===== src/hw/rtl/assert_macros.svh =====
// assertion macros shared by the rtl
`ifndef ASSERT_MACROS_SVH
`define ASSERT_MACROS_SVH

// property must hold at every clock edge outside reset
`define ASSERT_CLK(name, clk, rst, prop, msg) \
   name: assert property (@(posedge clk) disable iff (rst) (prop)) else $error(msg);

// condition must never be seen outside reset
`define ASSERT_NEVER(name, clk, rst, cond, msg) \
   `ASSERT_CLK(name, clk, rst, !(cond), msg)

`endif


===== src/hw/rtl/dmesb_pkg.sv =====
// types and constants of the dual motor speed balance block
package dmesb_pkg;

   localparam int DVD_W     = 57;
   localparam int DVS_W     = 32;
   localparam int DIV_STEPS = DVD_W;
   localparam int DIV_CNT_W = $clog2(DIV_STEPS);

   localparam logic [6:0]  DUTY_MAX     = 7'd100;
   localparam logic [19:0] USEC_PER_SEC = 20'd1000000;
   localparam logic [3:0]  GAIN_DIV     = 4'd10;

   localparam logic [3:0] GAIN_RESET     = 4'd5;
   localparam logic [3:0] DEADBAND_RESET = 4'd1;
   localparam logic [7:0] PPR_RESET      = 8'd21;

   typedef enum logic [1:0] {
      OP_SET_SPEED = 2'd0,
      OP_EDGE      = 2'd1,
      OP_TICK      = 2'd2,
      OP_NONE      = 2'd3
   } op_type;

   typedef enum logic [1:0] {
      CSR_GAIN     = 2'd0,
      CSR_DEADBAND = 2'd1,
      CSR_PPR      = 2'd2,
      CSR_UNUSED   = 2'd3
   } csr_reg_type;

   typedef struct packed {
      logic               start;
      logic [DVD_W-1:0]   dividend;
      logic [DVS_W-1:0]   divisor;
   } div_req_type;

endpackage


===== src/hw/rtl/dmesb_div.sv =====
// bit-serial restoring divider, one quotient bit per cycle
module dmesb_div
   import dmesb_pkg::*;
(
   input  logic             clock,
   input  logic             reset,
   input  div_req_type      div_req,
   output logic             div_done,
   output logic [DVD_W-1:0] div_quo
);

   logic [DVS_W-1:0]     rem_ff, rem_in;
   logic [DVD_W-1:0]     quo_ff, quo_in;
   logic [DVS_W-1:0]     dvs_ff, dvs_in;
   logic [DIV_CNT_W-1:0] cnt_ff, cnt_in;
   logic                 busy_ff, busy_in;
   logic                 done_ff, done_in;
   logic [DVS_W:0]       shifted;
   logic [DVS_W+1:0]     diff;

   assign shifted = {rem_ff, quo_ff[DVD_W-1]};
   assign diff    = {1'b0, shifted} - {2'b00, dvs_ff};

   always_comb begin
      rem_in  = rem_ff;
      quo_in  = quo_ff;
      dvs_in  = dvs_ff;
      cnt_in  = cnt_ff;
      busy_in = busy_ff;
      done_in = 1'b0;
      if (busy_ff) begin
         if (diff[DVS_W+1]) begin
            rem_in = shifted[DVS_W-1:0];
            quo_in = {quo_ff[DVD_W-2:0], 1'b0};
         end else begin
            rem_in = diff[DVS_W-1:0];
            quo_in = {quo_ff[DVD_W-2:0], 1'b1};
         end
         cnt_in = cnt_ff + 1'b1;
         if (cnt_ff == DIV_CNT_W'(DIV_STEPS - 1)) begin
            busy_in = 1'b0;
            done_in = 1'b1;
         end
      end else if (div_req.start) begin
         rem_in  = '0;
         quo_in  = div_req.dividend;
         dvs_in  = div_req.divisor;
         cnt_in  = '0;
         busy_in = 1'b1;
      end
   end

   always_ff @(posedge clock) begin
      rem_ff <= rem_in;
      quo_ff <= quo_in;
      dvs_ff <= dvs_in;
      if (reset) begin
         cnt_ff  <= '0;
         busy_ff <= 1'b0;
         done_ff <= 1'b0;
      end else begin
         cnt_ff  <= cnt_in;
         busy_ff <= busy_in;
         done_ff <= done_in;
      end
   end

   assign div_done = done_ff;
   assign div_quo  = quo_ff;

endmodule


===== src/hw/rtl/dual_motor_encoder_speed_balance.sv =====
// top level of the dual motor speed balance block
//
//  port group | dir | carries
//  req_*      | in  | op in tuser, motor command or encoder edge in tdata
//  rsp_*      | out | duties, rpm, rotation and flags, one per transaction
//  csr_*      | in  | gain, deadband, pulses per revolution
//
//  set speed, edge and unused op: the result goes through the emit state into the output register
//  tick: no new transaction is accepted until the result is emitted; it waits on the
//  shared 57-step serial divider (up to two divisions per side, one for balancing)
//  and the 20-step serial multiply by one million
//  a new transaction is accepted while a result waits in the output register
//  reset is synchronous and clears the motor and encoder state but for the measured pulse counts
module dual_motor_encoder_speed_balance
   import dmesb_pkg::*;
(
   input  logic        clock,
   input  logic        reset,
   input  logic        req_tvalid,
   output logic        req_tready,
   // side, speed_value[7:0], direction, edge_level, timestamp_us[31:0], zero pad
   input  logic [47:0] req_tdata,
   // op[1:0]
   input  logic [1:0]  req_tuser,
   output logic        rsp_tvalid,
   input  logic        rsp_tready,
   // out_left_duty[6:0], out_right_duty[6:0], out_left_rpm[15:0],
   // out_right_rpm[15:0], out_left_dir, out_right_dir, left_stalled,
   // right_stalled, speed_error, zero pad
   output logic [55:0] rsp_tdata,
   input  logic        csr_we,
   input  logic [1:0]  csr_addr,
   input  logic [7:0]  csr_wdata
);

`include "assert_macros.svh"

   typedef enum logic [2:0] {
      ST_IDLE,
      ST_MEAS,
      ST_MUL,
      ST_DIVF,
      ST_DIVR,
      ST_BAL,
      ST_BALDIV,
      ST_EMIT
   } state_type;

   state_type        state_ff, state_in;

   logic [3:0]       gain_ff, gain_in;
   logic [3:0]       dband_ff, dband_in;
   logic [7:0]       ppr_ff, ppr_in;

   logic [31:0]      cnt_ff [2], cnt_in [2];
   logic [31:0]      tim_ff [2], tim_in [2];
   logic [31:0]      pcnt_ff [2], pcnt_in [2];
   logic [31:0]      ptim_ff [2], ptim_in [2];
   logic [31:0]      pul_ff [2], pul_in [2];
   logic [6:0]       sp_ff [2], sp_in [2];
   logic [6:0]       duty_ff [2], duty_in [2];
   logic [15:0]      rpm_ff [2], rpm_in [2];
   logic             dir_ff [2], dir_in [2];

   logic             side_ff, side_in;
   logic [31:0]      per_ff, per_in;
   logic [51:0]      acc_ff, acc_in;
   logic [51:0]      mcand_ff, mcand_in;
   logic [19:0]      k_ff, k_in;
   logic             neg_ff, neg_in;
   logic             lst_ff, lst_in;
   logic             rst_ff, rst_in;
   logic             err_ff, err_in;

   logic             start_ff, start_in;
   logic [DVD_W-1:0] dvd_ff, dvd_in;
   logic [DVS_W-1:0] dvs_ff, dvs_in;

   logic             rsp_valid_ff, rsp_valid_in;
   logic [55:0]      rsp_data_ff, rsp_data_in;

   div_req_type      div_req;
   logic             div_done;
   logic [DVD_W-1:0] div_quo;

   op_type           req_op;
   logic             req_side;
   logic [7:0]       req_speed;
   logic             req_dir;
   logic [31:0]      req_ts;
   logic [6:0]       speed_clamp;
   logic [31:0]      m_period;
   logic [31:0]      m_pulses;
   logic [32:0]      pdiff;
   logic [31:0]      pmag;
   logic [35:0]      gprod;
   logic [6:0]       corr;
   logic [7:0]       up_l, up_r;
   logic [7:0]       ppr_eff;

   assign req_op    = op_type'(req_tuser);
   assign req_side  = req_tdata[0];
   assign req_speed = req_tdata[8:1];
   assign req_dir   = req_tdata[9];
   assign req_ts    = req_tdata[42:11];

   assign speed_clamp = req_speed[7] ? 7'd0 :
                        (req_speed[6:0] > DUTY_MAX) ? DUTY_MAX : req_speed[6:0];

   assign m_period = tim_ff[side_ff] - ptim_ff[side_ff];
   assign m_pulses = cnt_ff[side_ff] - pcnt_ff[side_ff];

   assign pdiff = {1'b0, pul_ff[0]} - {1'b0, pul_ff[1]};
   assign pmag  = pdiff[32] ? 32'(-pdiff) : pdiff[31:0];
   assign gprod = 36'(pmag) * 36'(gain_ff);

   assign corr    = (|div_quo[DVD_W-1:7]) ? 7'h7f : div_quo[6:0];
   assign up_l    = {1'b0, duty_ff[0]} + {1'b0, corr};
   assign up_r    = {1'b0, duty_ff[1]} + {1'b0, corr};
   assign ppr_eff = (ppr_ff == 8'd0) ? 8'd1 : ppr_ff;

   assign div_req.start    = start_ff;
   assign div_req.dividend = dvd_ff;
   assign div_req.divisor  = dvs_ff;

   dmesb_div u_div (
      .clock    (clock),
      .reset    (reset),
      .div_req  (div_req),
      .div_done (div_done),
      .div_quo  (div_quo)
   );

   always_comb begin
      state_in     = state_ff;
      gain_in      = gain_ff;
      dband_in     = dband_ff;
      ppr_in       = ppr_ff;
      cnt_in       = cnt_ff;
      tim_in       = tim_ff;
      pcnt_in      = pcnt_ff;
      ptim_in      = ptim_ff;
      pul_in       = pul_ff;
      sp_in        = sp_ff;
      duty_in      = duty_ff;
      rpm_in       = rpm_ff;
      dir_in       = dir_ff;
      side_in      = side_ff;
      per_in       = per_ff;
      acc_in       = acc_ff;
      mcand_in     = mcand_ff;
      k_in         = k_ff;
      neg_in       = neg_ff;
      lst_in       = lst_ff;
      rst_in       = rst_ff;
      err_in       = err_ff;
      start_in     = 1'b0;
      dvd_in       = dvd_ff;
      dvs_in       = dvs_ff;
      rsp_valid_in = rsp_valid_ff && !rsp_tready;
      rsp_data_in  = rsp_data_ff;

      if (csr_we) begin
         case (csr_reg_type'(csr_addr))
            CSR_GAIN:     gain_in  = csr_wdata[3:0];
            CSR_DEADBAND: dband_in = csr_wdata[3:0];
            CSR_PPR:      ppr_in   = csr_wdata;
            default:      ;
         endcase
      end

      case (state_ff)
         ST_IDLE: begin
            if (req_tvalid) begin
               lst_in   = 1'b0;
               rst_in   = 1'b0;
               err_in   = 1'b0;
               state_in = ST_EMIT;
               case (req_op)
                  OP_SET_SPEED: begin
                     err_in = req_speed[7];
                     if (!(sp_ff[req_side] == speed_clamp && dir_ff[req_side] == req_dir))
                     begin
                        sp_in[req_side]   = speed_clamp;
                        duty_in[req_side] = speed_clamp;
                        dir_in[req_side]  = req_dir;
                     end
                  end
                  OP_EDGE: begin
                     cnt_in[req_side] = cnt_ff[req_side] + 32'd1;
                     tim_in[req_side] = req_ts;
                  end
                  OP_TICK: begin
                     side_in  = 1'b0;
                     state_in = ST_MEAS;
                  end
                  default: ;
               endcase
            end
         end
         ST_MEAS: begin
            pcnt_in[side_ff] = cnt_ff[side_ff];
            ptim_in[side_ff] = tim_ff[side_ff];
            per_in           = m_period;
            if (ptim_ff[side_ff] != 32'd0 && m_period != 32'd0) begin
               pul_in[side_ff] = m_pulses;
               acc_in          = '0;
               mcand_in        = {20'd0, m_pulses};
               k_in            = USEC_PER_SEC;
               state_in        = ST_MUL;
            end else begin
               pul_in[side_ff] = '0;
               rpm_in[side_ff] = '0;
               side_in         = 1'b1;
               state_in        = side_ff ? ST_BAL : ST_MEAS;
            end
         end
         ST_MUL: begin
            if (k_ff == 20'd0) begin
               dvd_in   = {5'd0, acc_ff};
               dvs_in   = per_ff;
               start_in = 1'b1;
               state_in = ST_DIVF;
            end else begin
               if (k_ff[0]) begin
                  acc_in = acc_ff + mcand_ff;
               end
               mcand_in = {mcand_ff[50:0], 1'b0};
               k_in     = {1'b0, k_ff[19:1]};
            end
         end
         ST_DIVF: begin
            if (div_done) begin
               dvd_in   = {div_quo[DVD_W-6:0], 5'd0} - {div_quo[DVD_W-2:0], 1'b0};
               dvs_in   = {24'd0, ppr_eff};
               start_in = 1'b1;
               state_in = ST_DIVR;
            end
         end
         ST_DIVR: begin
            if (div_done) begin
               rpm_in[side_ff] = (|div_quo[DVD_W-1:16]) ? 16'hffff : div_quo[15:0];
               side_in         = 1'b1;
               state_in        = side_ff ? ST_BAL : ST_MEAS;
            end
         end
         ST_BAL: begin
            lst_in   = (sp_ff[0] != 7'd0) && (rpm_ff[0] == 16'd0);
            rst_in   = (sp_ff[1] != 7'd0) && (rpm_ff[1] == 16'd0);
            state_in = ST_EMIT;
            if (sp_ff[0] == sp_ff[1] && sp_ff[0] != 7'd0 && pmag > 32'(dband_ff)) begin
               neg_in   = pdiff[32];
               dvd_in   = DVD_W'(gprod);
               dvs_in   = DVS_W'(GAIN_DIV);
               start_in = 1'b1;
               state_in = ST_BALDIV;
            end
         end
         ST_BALDIV: begin
            if (div_done) begin
               if (!neg_ff) begin
                  duty_in[0] = (corr >= duty_ff[0]) ? 7'd0 : duty_ff[0] - corr;
                  duty_in[1] = (up_r > {1'b0, DUTY_MAX}) ? DUTY_MAX : up_r[6:0];
               end else begin
                  duty_in[0] = (up_l > {1'b0, DUTY_MAX}) ? DUTY_MAX : up_l[6:0];
                  duty_in[1] = (corr >= duty_ff[1]) ? 7'd0 : duty_ff[1] - corr;
               end
               state_in = ST_EMIT;
            end
         end
         ST_EMIT: begin
            if (!rsp_valid_ff || rsp_tready) begin
               rsp_valid_in = 1'b1;
               rsp_data_in  = {5'd0, err_ff, rst_ff, lst_ff, dir_ff[1], dir_ff[0],
                               rpm_ff[1], rpm_ff[0], duty_ff[1], duty_ff[0]};
               state_in     = ST_IDLE;
            end
         end
         default: state_in = ST_IDLE;
      endcase
   end

   always_ff @(posedge clock) begin
      per_ff      <= per_in;
      acc_ff      <= acc_in;
      mcand_ff    <= mcand_in;
      k_ff        <= k_in;
      neg_ff      <= neg_in;
      dvd_ff      <= dvd_in;
      dvs_ff      <= dvs_in;
      pul_ff      <= pul_in;
      rsp_data_ff <= rsp_data_in;
      if (reset) begin
         state_ff     <= ST_IDLE;
         gain_ff      <= GAIN_RESET;
         dband_ff     <= DEADBAND_RESET;
         ppr_ff       <= PPR_RESET;
         cnt_ff       <= '{default: '0};
         tim_ff       <= '{default: '0};
         pcnt_ff      <= '{default: '0};
         ptim_ff      <= '{default: '0};
         sp_ff        <= '{default: '0};
         duty_ff      <= '{default: '0};
         rpm_ff       <= '{default: '0};
         dir_ff       <= '{default: '0};
         side_ff      <= 1'b0;
         lst_ff       <= 1'b0;
         rst_ff       <= 1'b0;
         err_ff       <= 1'b0;
         start_ff     <= 1'b0;
         rsp_valid_ff <= 1'b0;
      end else begin
         state_ff     <= state_in;
         gain_ff      <= gain_in;
         dband_ff     <= dband_in;
         ppr_ff       <= ppr_in;
         cnt_ff       <= cnt_in;
         tim_ff       <= tim_in;
         pcnt_ff      <= pcnt_in;
         ptim_ff      <= ptim_in;
         sp_ff        <= sp_in;
         duty_ff      <= duty_in;
         rpm_ff       <= rpm_in;
         dir_ff       <= dir_in;
         side_ff      <= side_in;
         lst_ff       <= lst_in;
         rst_ff       <= rst_in;
         err_ff       <= err_in;
         start_ff     <= start_in;
         rsp_valid_ff <= rsp_valid_in;
      end
   end

   assign req_tready = (state_ff == ST_IDLE);
   assign rsp_tvalid = rsp_valid_ff;
   assign rsp_tdata  = rsp_data_ff;

   `ASSERT_NEVER(a_duty_range, clock, reset, duty_ff[0] > DUTY_MAX || duty_ff[1] > DUTY_MAX, "duty above limit")
   `ASSERT_CLK(a_rsp_from_emit, clock, reset, $rose(rsp_valid_ff) |-> $past(state_ff) == ST_EMIT, "result without emit")
   `ASSERT_NEVER(a_flag_mix, clock, reset, (lst_ff || rst_ff) && err_ff, "stall and speed error together")

endmodule

===== config.mk =====
export PLATFORM = sky130hd
export DESIGN_NAME = dual_motor_encoder_speed_balance
export DESIGN_NICKNAME = d
export VERILOG_FILES = /design/src/hw/rtl/dmesb_pkg.sv /design/src/hw/rtl/dmesb_div.sv /design/src/hw/rtl/dual_motor_encoder_speed_balance.sv
export VERILOG_INCLUDE_DIRS = /design/src /design/src/hw/rtl
export SDC_FILE = /design/constraint.sdc
export NUM_CORES = 2
export LEC_CHECK = 0
export BUFFER_PORTS_ARGS = -buffer_cell sky130_fd_sc_hd__buf_4
export CAP_MARGIN = 20
export CORE_MARGIN = 3
export CORE_UTILIZATION = 64
export CTS_CLUSTER_SIZE = 14
export DETAILED_ROUTE_END_ITERATION = 12
export PLACE_DENSITY = 0.84
export SETUP_SLACK_MARGIN = 0.3
export SLEW_MARGIN = 20
export SYNTH_ARGS = -nofsm -noshare
export SYNTH_HDL_FRONTEND = slang
export SYNTH_SLANG_ARGS = --single-unit

===== constraint.sdc =====
create_clock -name clock -period 13.9 [get_ports clock]
set_input_delay 0.695 -clock clock [delete_from_list [all_inputs] [get_ports clock]]
set_output_delay 0.695 -clock clock [all_outputs]
set_load 0.03 [all_outputs]

# Yosys cells after proc, flatten, opt, wreduce, memory -nomap -nowiden
# Cells that the tools add are included.
# Widths: inputs -> output; s select.
# classes
order_cmp,10
n_addsub,13
multipliers,1
mux,116
bitwise_logic,8
reduce_logical,50
n_eq_ne,29
# op_table
operator,count
$mux 32,26
$bwmux 64,5
$mux 57,5
$mux 52,5
$pmux 52 s2,2
$pmux 57 s3,1
$pmux 32 s3,1
$mux 7,11
$mux 14,5
$and 64x64->64,1
$demux 32 s1,2
$mux 64,1
$not 64->64,1
$pmux 32 s2,1
$reduce_bool 32->1,2
$sub 32x32->32,2
$sub 57x57->57,1
$add 52x52->52,1
$reduce_or 50->1,1
$reduce_or 41->1,1
$mux 20,2
$pmux 20 s2,1
$mul 32x4->36,1
$sub 33x32->34,1
58 further kinds,147
# totals
regBits,833
out_inout_bits,58
word_cells,269

# Depth between registers and ports, before layout
# logic_depth
word_depth,10
depth_mapped,33

# By module
# From an unflattened synthesis, not the netlist that was laid out.
# hier_totals
cells_unflattened,5821
hier_area_um2,52775.6
# modules_own_cells
mod,area_each_um2,cells_each,instances
dual_motor_encoder_speed_balance,45691.3,5242,1
dmesb_div,7084.3,579,1

# Least setup slack after synthesis
# OpenSTA, ideal clock, no wires.
# synth_timing
kind,reg2reg
startpoint,register side_ff
endpoint,register acc_ff[0] (enable)
arrival_ns,11.832
path_buffers,6
setup_ns,0.413
stages_incl_launch_ff,23
slack_ns,1.654
path_cell_list,dfxtp_1 > buf_1 > buf_1 > clkbuf_1 > clkbuf_1 > buf_1 > mux2i_1 > ha_1 > fa_1 > nor2b_1 > o31a_1 > o41a_1 > o211a_1 > a221oi_1 > o21ai_0 > a21oi_1 > or2_2 > o311ai_0 > nor2_1 > a41o_1 > clkbuf_1 > o21ai_0 > o21a_1
# synth_between
elab_chain_cells,9
# synth_rtl
item,line,source
"start, declared",dual_motor_encoder_speed_balance.sv:65,"logic side_ff, side_in;"
"start signal, assigned",dual_motor_encoder_speed_balance.sv:325,side_ff <= side_in;
$not 1->2 (implied by the code) *,dual_motor_encoder_speed_balance.sv:110,assign m_period = tim_ff[side_ff] - ptim_ff[side_ff];
$mux 32 (implied by the code) (3 in a row),dual_motor_encoder_speed_balance.sv:110,
$sub 32x32->32 *,dual_motor_encoder_speed_balance.sv:110,
named net m_period[28],dual_motor_encoder_speed_balance.sv:92,logic [31:0] m_period;
$reduce_bool 32->1 *,dual_motor_encoder_speed_balance.sv:205,if (ptim_ff[side_ff] != 32'd0 && m_period != 32'd0) begin
$logic_and 1x1->1 *,dual_motor_encoder_speed_balance.sv:205,
$ne 2x2->1 (no source line) *,--,
$reduce_and 4->1 (no source line) *,--,
"end signal, assigned",dual_motor_encoder_speed_balance.sv:285,acc_ff <= acc_in;
"end, declared",dual_motor_encoder_speed_balance.sv:67,"logic [51:0] acc_ff, acc_in;"
# The timed path passes the listed nets; every way through them passes the cells marked *. The select of a mux whose other input is x is not followed.
# A chain may end at the register's enable or synchronous reset.

# Worst setup path in the final report
# layout_timing
startpoint,register pul_ff[0] in the netlist's numbering
endpoint,register dvd_ff[33] (data pin)
# layout_between
elab_chain_cells,6
# layout_rtl
item,line,source
"start, declared",dual_motor_encoder_speed_balance.sv:59,"logic [31:0] pul_ff [2], pul_in [2];"
"start signal, assigned",dual_motor_encoder_speed_balance.sv:291,pul_ff <= pul_in;
$sub 32x32->33 *,dual_motor_encoder_speed_balance.sv:113,"assign pdiff = {1'b0, pul_ff[0]} - {1'b0, pul_ff[1]};"
$neg 32->32,dual_motor_encoder_speed_balance.sv:114,assign pmag = pdiff[32] ? 32'(-pdiff) : pdiff[31:0];
$mux 32 *,dual_motor_encoder_speed_balance.sv:114,
$mul 32x4->36 *,dual_motor_encoder_speed_balance.sv:115,assign gprod = 36'(pmag) * 36'(gain_ff);
$mux 57 *,dual_motor_encoder_speed_balance.sv:251,if (sp_ff[0] == sp_ff[1] && sp_ff[0] != 7'd0 && pmag > 32'(dband_ff)) begin
$pmux 57 s3 *,dual_motor_encoder_speed_balance.sv:172,case (state_ff)
named net dvd_in[33],dual_motor_encoder_speed_balance.sv:76,"logic [DVD_W-1:0] dvd_ff, dvd_in;"
"end signal, assigned",dual_motor_encoder_speed_balance.sv:289,dvd_ff <= dvd_in;
"end, declared",dual_motor_encoder_speed_balance.sv:76,
# Marked as above.

==> impl_metrics.tcl <==
set metrics [dict create \
    fill_cells 6031 \
    dp.cells 6794 \
    cts_tree "built" \
    cts_max_path_buffers 3 \
    fin_ws_ns 4.80 \
    synthFlopType "edfxtp_1" \
    synthCells 5860 \
    synthAdderAreaFrac_pct 9.83 \
    cts_made_buffers 88 \
    core_um2 81200 \
    cp_max_fo 29 \
    hp-class "input port to register" \
    htree_levels 3 \
    dpl.hpwl_um 92400 \
    worstPathRequired_ns 14.28 \
    grt_pass1_vias 41649 \
    antenna_found_initial 1 \
    io_buffers 111 \
    post_cts_buffers 0 \
    synth_top_family_by_area "simple AND/OR/NAND/NOR gates" \
    postSynth.asyncResetShare_pct 0 \
    clock_sinks 833 \
    rsz0062_at_grt "false" \
    fmax_ghz 0.110 \
    synth-simple-area-share_pct 18.8 \
    min_period_over_period_pct 65.5 \
    synth_xor_area_share_pct 5.23 \
    ctsRootBufferMaster "clkbuf_16" \
    setup_tns_ns 0 \
    synth_top_area_share_pct 27.4 \
    yosys-top-cells-area "edfxtp_1 27%, dfxtp_1 13%, ha_1 7.2%, nand2_1 6.2%, a21oi_1 4.8%" \
    clk_latency_ns 0.66 \
    wl_per_cell_um 19.0 \
    routabilityCongestion 0.944 \
    cap_violations 0 \
    vias_per_cell 6.24 \
    totalWireLength_um 132000 \
    cp.buffers_inverters 3 \
    synth_edf_count 482 \
    hold_buffers 0 \
    dp_slack_ns 4.94 \
    critPathArrivalTime_ns 9.48 \
    antenna_cells 0 \
    die_x_um 293 \
    final_core_util_pct 70.7 \
    cts.clk_slew.worst_paths_ns 0.06 \
    synth_seq_cells 833 \
    synth_most_common_cell "nand2_1" \
    start_util_pct 65.1 \
    grt_max_degree 219 \
    outcome "completed" \
    drtIter0Drc 3672 \
    synthMuxAreaShare_pct 4.80 \
    pin_count 123 \
    globalRouteOverflowTotal 0 \
    die_area_um2 86100 \
    vias 43403 \
    nets 6263 \
    clock-skew-final_ns 0.0340 \
    maxSlewViolCount 0 \
    tightest_slew_ns 1.12 \
    worstSetupPathType "register to register" \
    grt_pass1_wl_um 214000 \
    syn_avg_cell_area_um2 9.03 \
    crit_path_max_incr_delay_ns 0.69 \
    grt_usage_pct 30.1 \
    drive_above_1_share_pct 8.46 \
    endpoint_kind "register" \
    layout-area-overhead-vs-synth_pct 8.51 \
    ys_types 90 \
    synth_compound_area_share_pct 16.3 \
    fp.dieH_um 293 \
    ant_nets 0 \
    remaining_drc_errors 0 \
    seq_area_frac_synth_pct 40.6 \
    yosysWarnings 0 \
    finalCriticalPeriod_ns 9.10 \
    path_delay_family "compound AO/OA/AOI/OAI gates" \
    syn_area_um2 52900 \
    cts_resized 0 \
    std_cell_rows 104 \
    slew_headroom_pct 25.6 \
    crit_slowest_cell "o21ai_0" \
    synth.largest_area_cell "edfxtp_1" \
    fin_cells 6958 \
    start_kind "register" \
    finalSetupViolCount 0 \
    drtPass1Iterations 7 \
    synth.top_cells.by_count "870 x nand2_1, 512 x a21oi_1, 482 x edfxtp_1" \
    finalHoldViolations 0 \
]
-- stage by stage --
step / hold WS (ns) / cell area [um^2]
after global routing: 0.259 / 57400
final: 0.270 / 57400
after global placement: 0.402 / 54400
after detailed placement: 0.405 / 54400
after CTS: 0.245 / 57400
after floorplan: 0.400 / 52900
-- cell type report --
type                            instances  area [um^2]  area share [%]
Multi-Input combinational cell       4415        29200            50.9
Sequential cell                       833        21500            37.5
Clock buffer                          124         2560            4.47
Tap cell                             1060         1330            2.31
Inverter                              337         1270            2.21
Timing Repair Buffer                  149         1150            2.01
Clock inverter                         40          395           0.689
-- state kept, by name (all words and copies together) (netlist names), 20 cells and up --
register	cells
dvs_ff	32
rsp_tdata	51
rpm_ff	32
per_ff	32
pul_ff	64
u_div.div_quo	57
u_div.dvs_ff	32
tim_ff	64
cnt_ff	64
u_div.rem_ff	32
k_ff	20
pcnt_ff	64
ptim_ff	64
acc_ff	52
dvd_ff	57
mcand_ff	52
-- per-layer routing --
metal | share of wire, % | vias to the layer above | global-route usage, %
met5 | 0.0075 | - | 0
met4 | 3.0 | 2 | 9.93
met3 | 7.9 | 279 | 4.29
met2 | 46 | 1715 | 48.8
met1 | 43 | 20674 | 41.8
li1 | - | 20733 | -
-- cells by family after synthesis --
| family | after synthesis |
|---|---|
| and+or+nand+nor | 2112 |
| AOI/OAI and AO/OA | 1370 |
| DFF | 833 |
| buffers and inverters | 616 |
| adders and majority gates | 374 |
| xor gates and xnor gates | 316 |
| muxes | 238 |
| other | 1 |
-- path summary, 6_finish.rpt --
path | start | endpoint | slack, ns | cells past startpoint
worst max-delay path | pul_ff[0]$_DFFE_PP_ | dvd_ff[33]$_DFFE_PP_ | 4.80 | 28
worst min-delay path | csr_wdata[0] | gain_ff[0]$_SDFFE_PP1P_ | 0.27 | 2
worst max register to register | pul_ff[0]$_DFFE_PP_ | dvd_ff[33]$_DFFE_PP_ | 4.80 | 28
worst min register to register | dvs_ff[14]$_SDFFCE_PN0P_ | u_div.dvs_ff[14]$_DFFE_PP_ | 0.42 | 0
-- cell usage in the layout (no fill, tap or decap), types with 43 or more instances in the layout --
cell type	netlist	layout
a21o_1	133	133
a21oi_1	512	512
and2_1	72	72
and3_1	95	94
buf_4	5	146
clkbuf_16	0	92
dfxtp_1	351	349
edfxtp_1	482	482
fa_1	69	69
ha_1	305	305
inv_1	336	333
mux2_2	124	124
mux2i_1	114	114
nand2_1	870	866
nand2b_1	68	68
nand3_1	153	152
nand4_1	45	45
nor2_1	408	404
nor2b_1	100	99
nor3_1	77	75
nor3b_1	43	43
nor4_1	49	48
o21ai_0	259	258
or3_1	48	48
xnor2_1	183	183
xor2_1	133	133
Power is left out: the tool's default activity adds up to more than one toggle a clock period on the data nets, which glitch-free logic cannot reach.
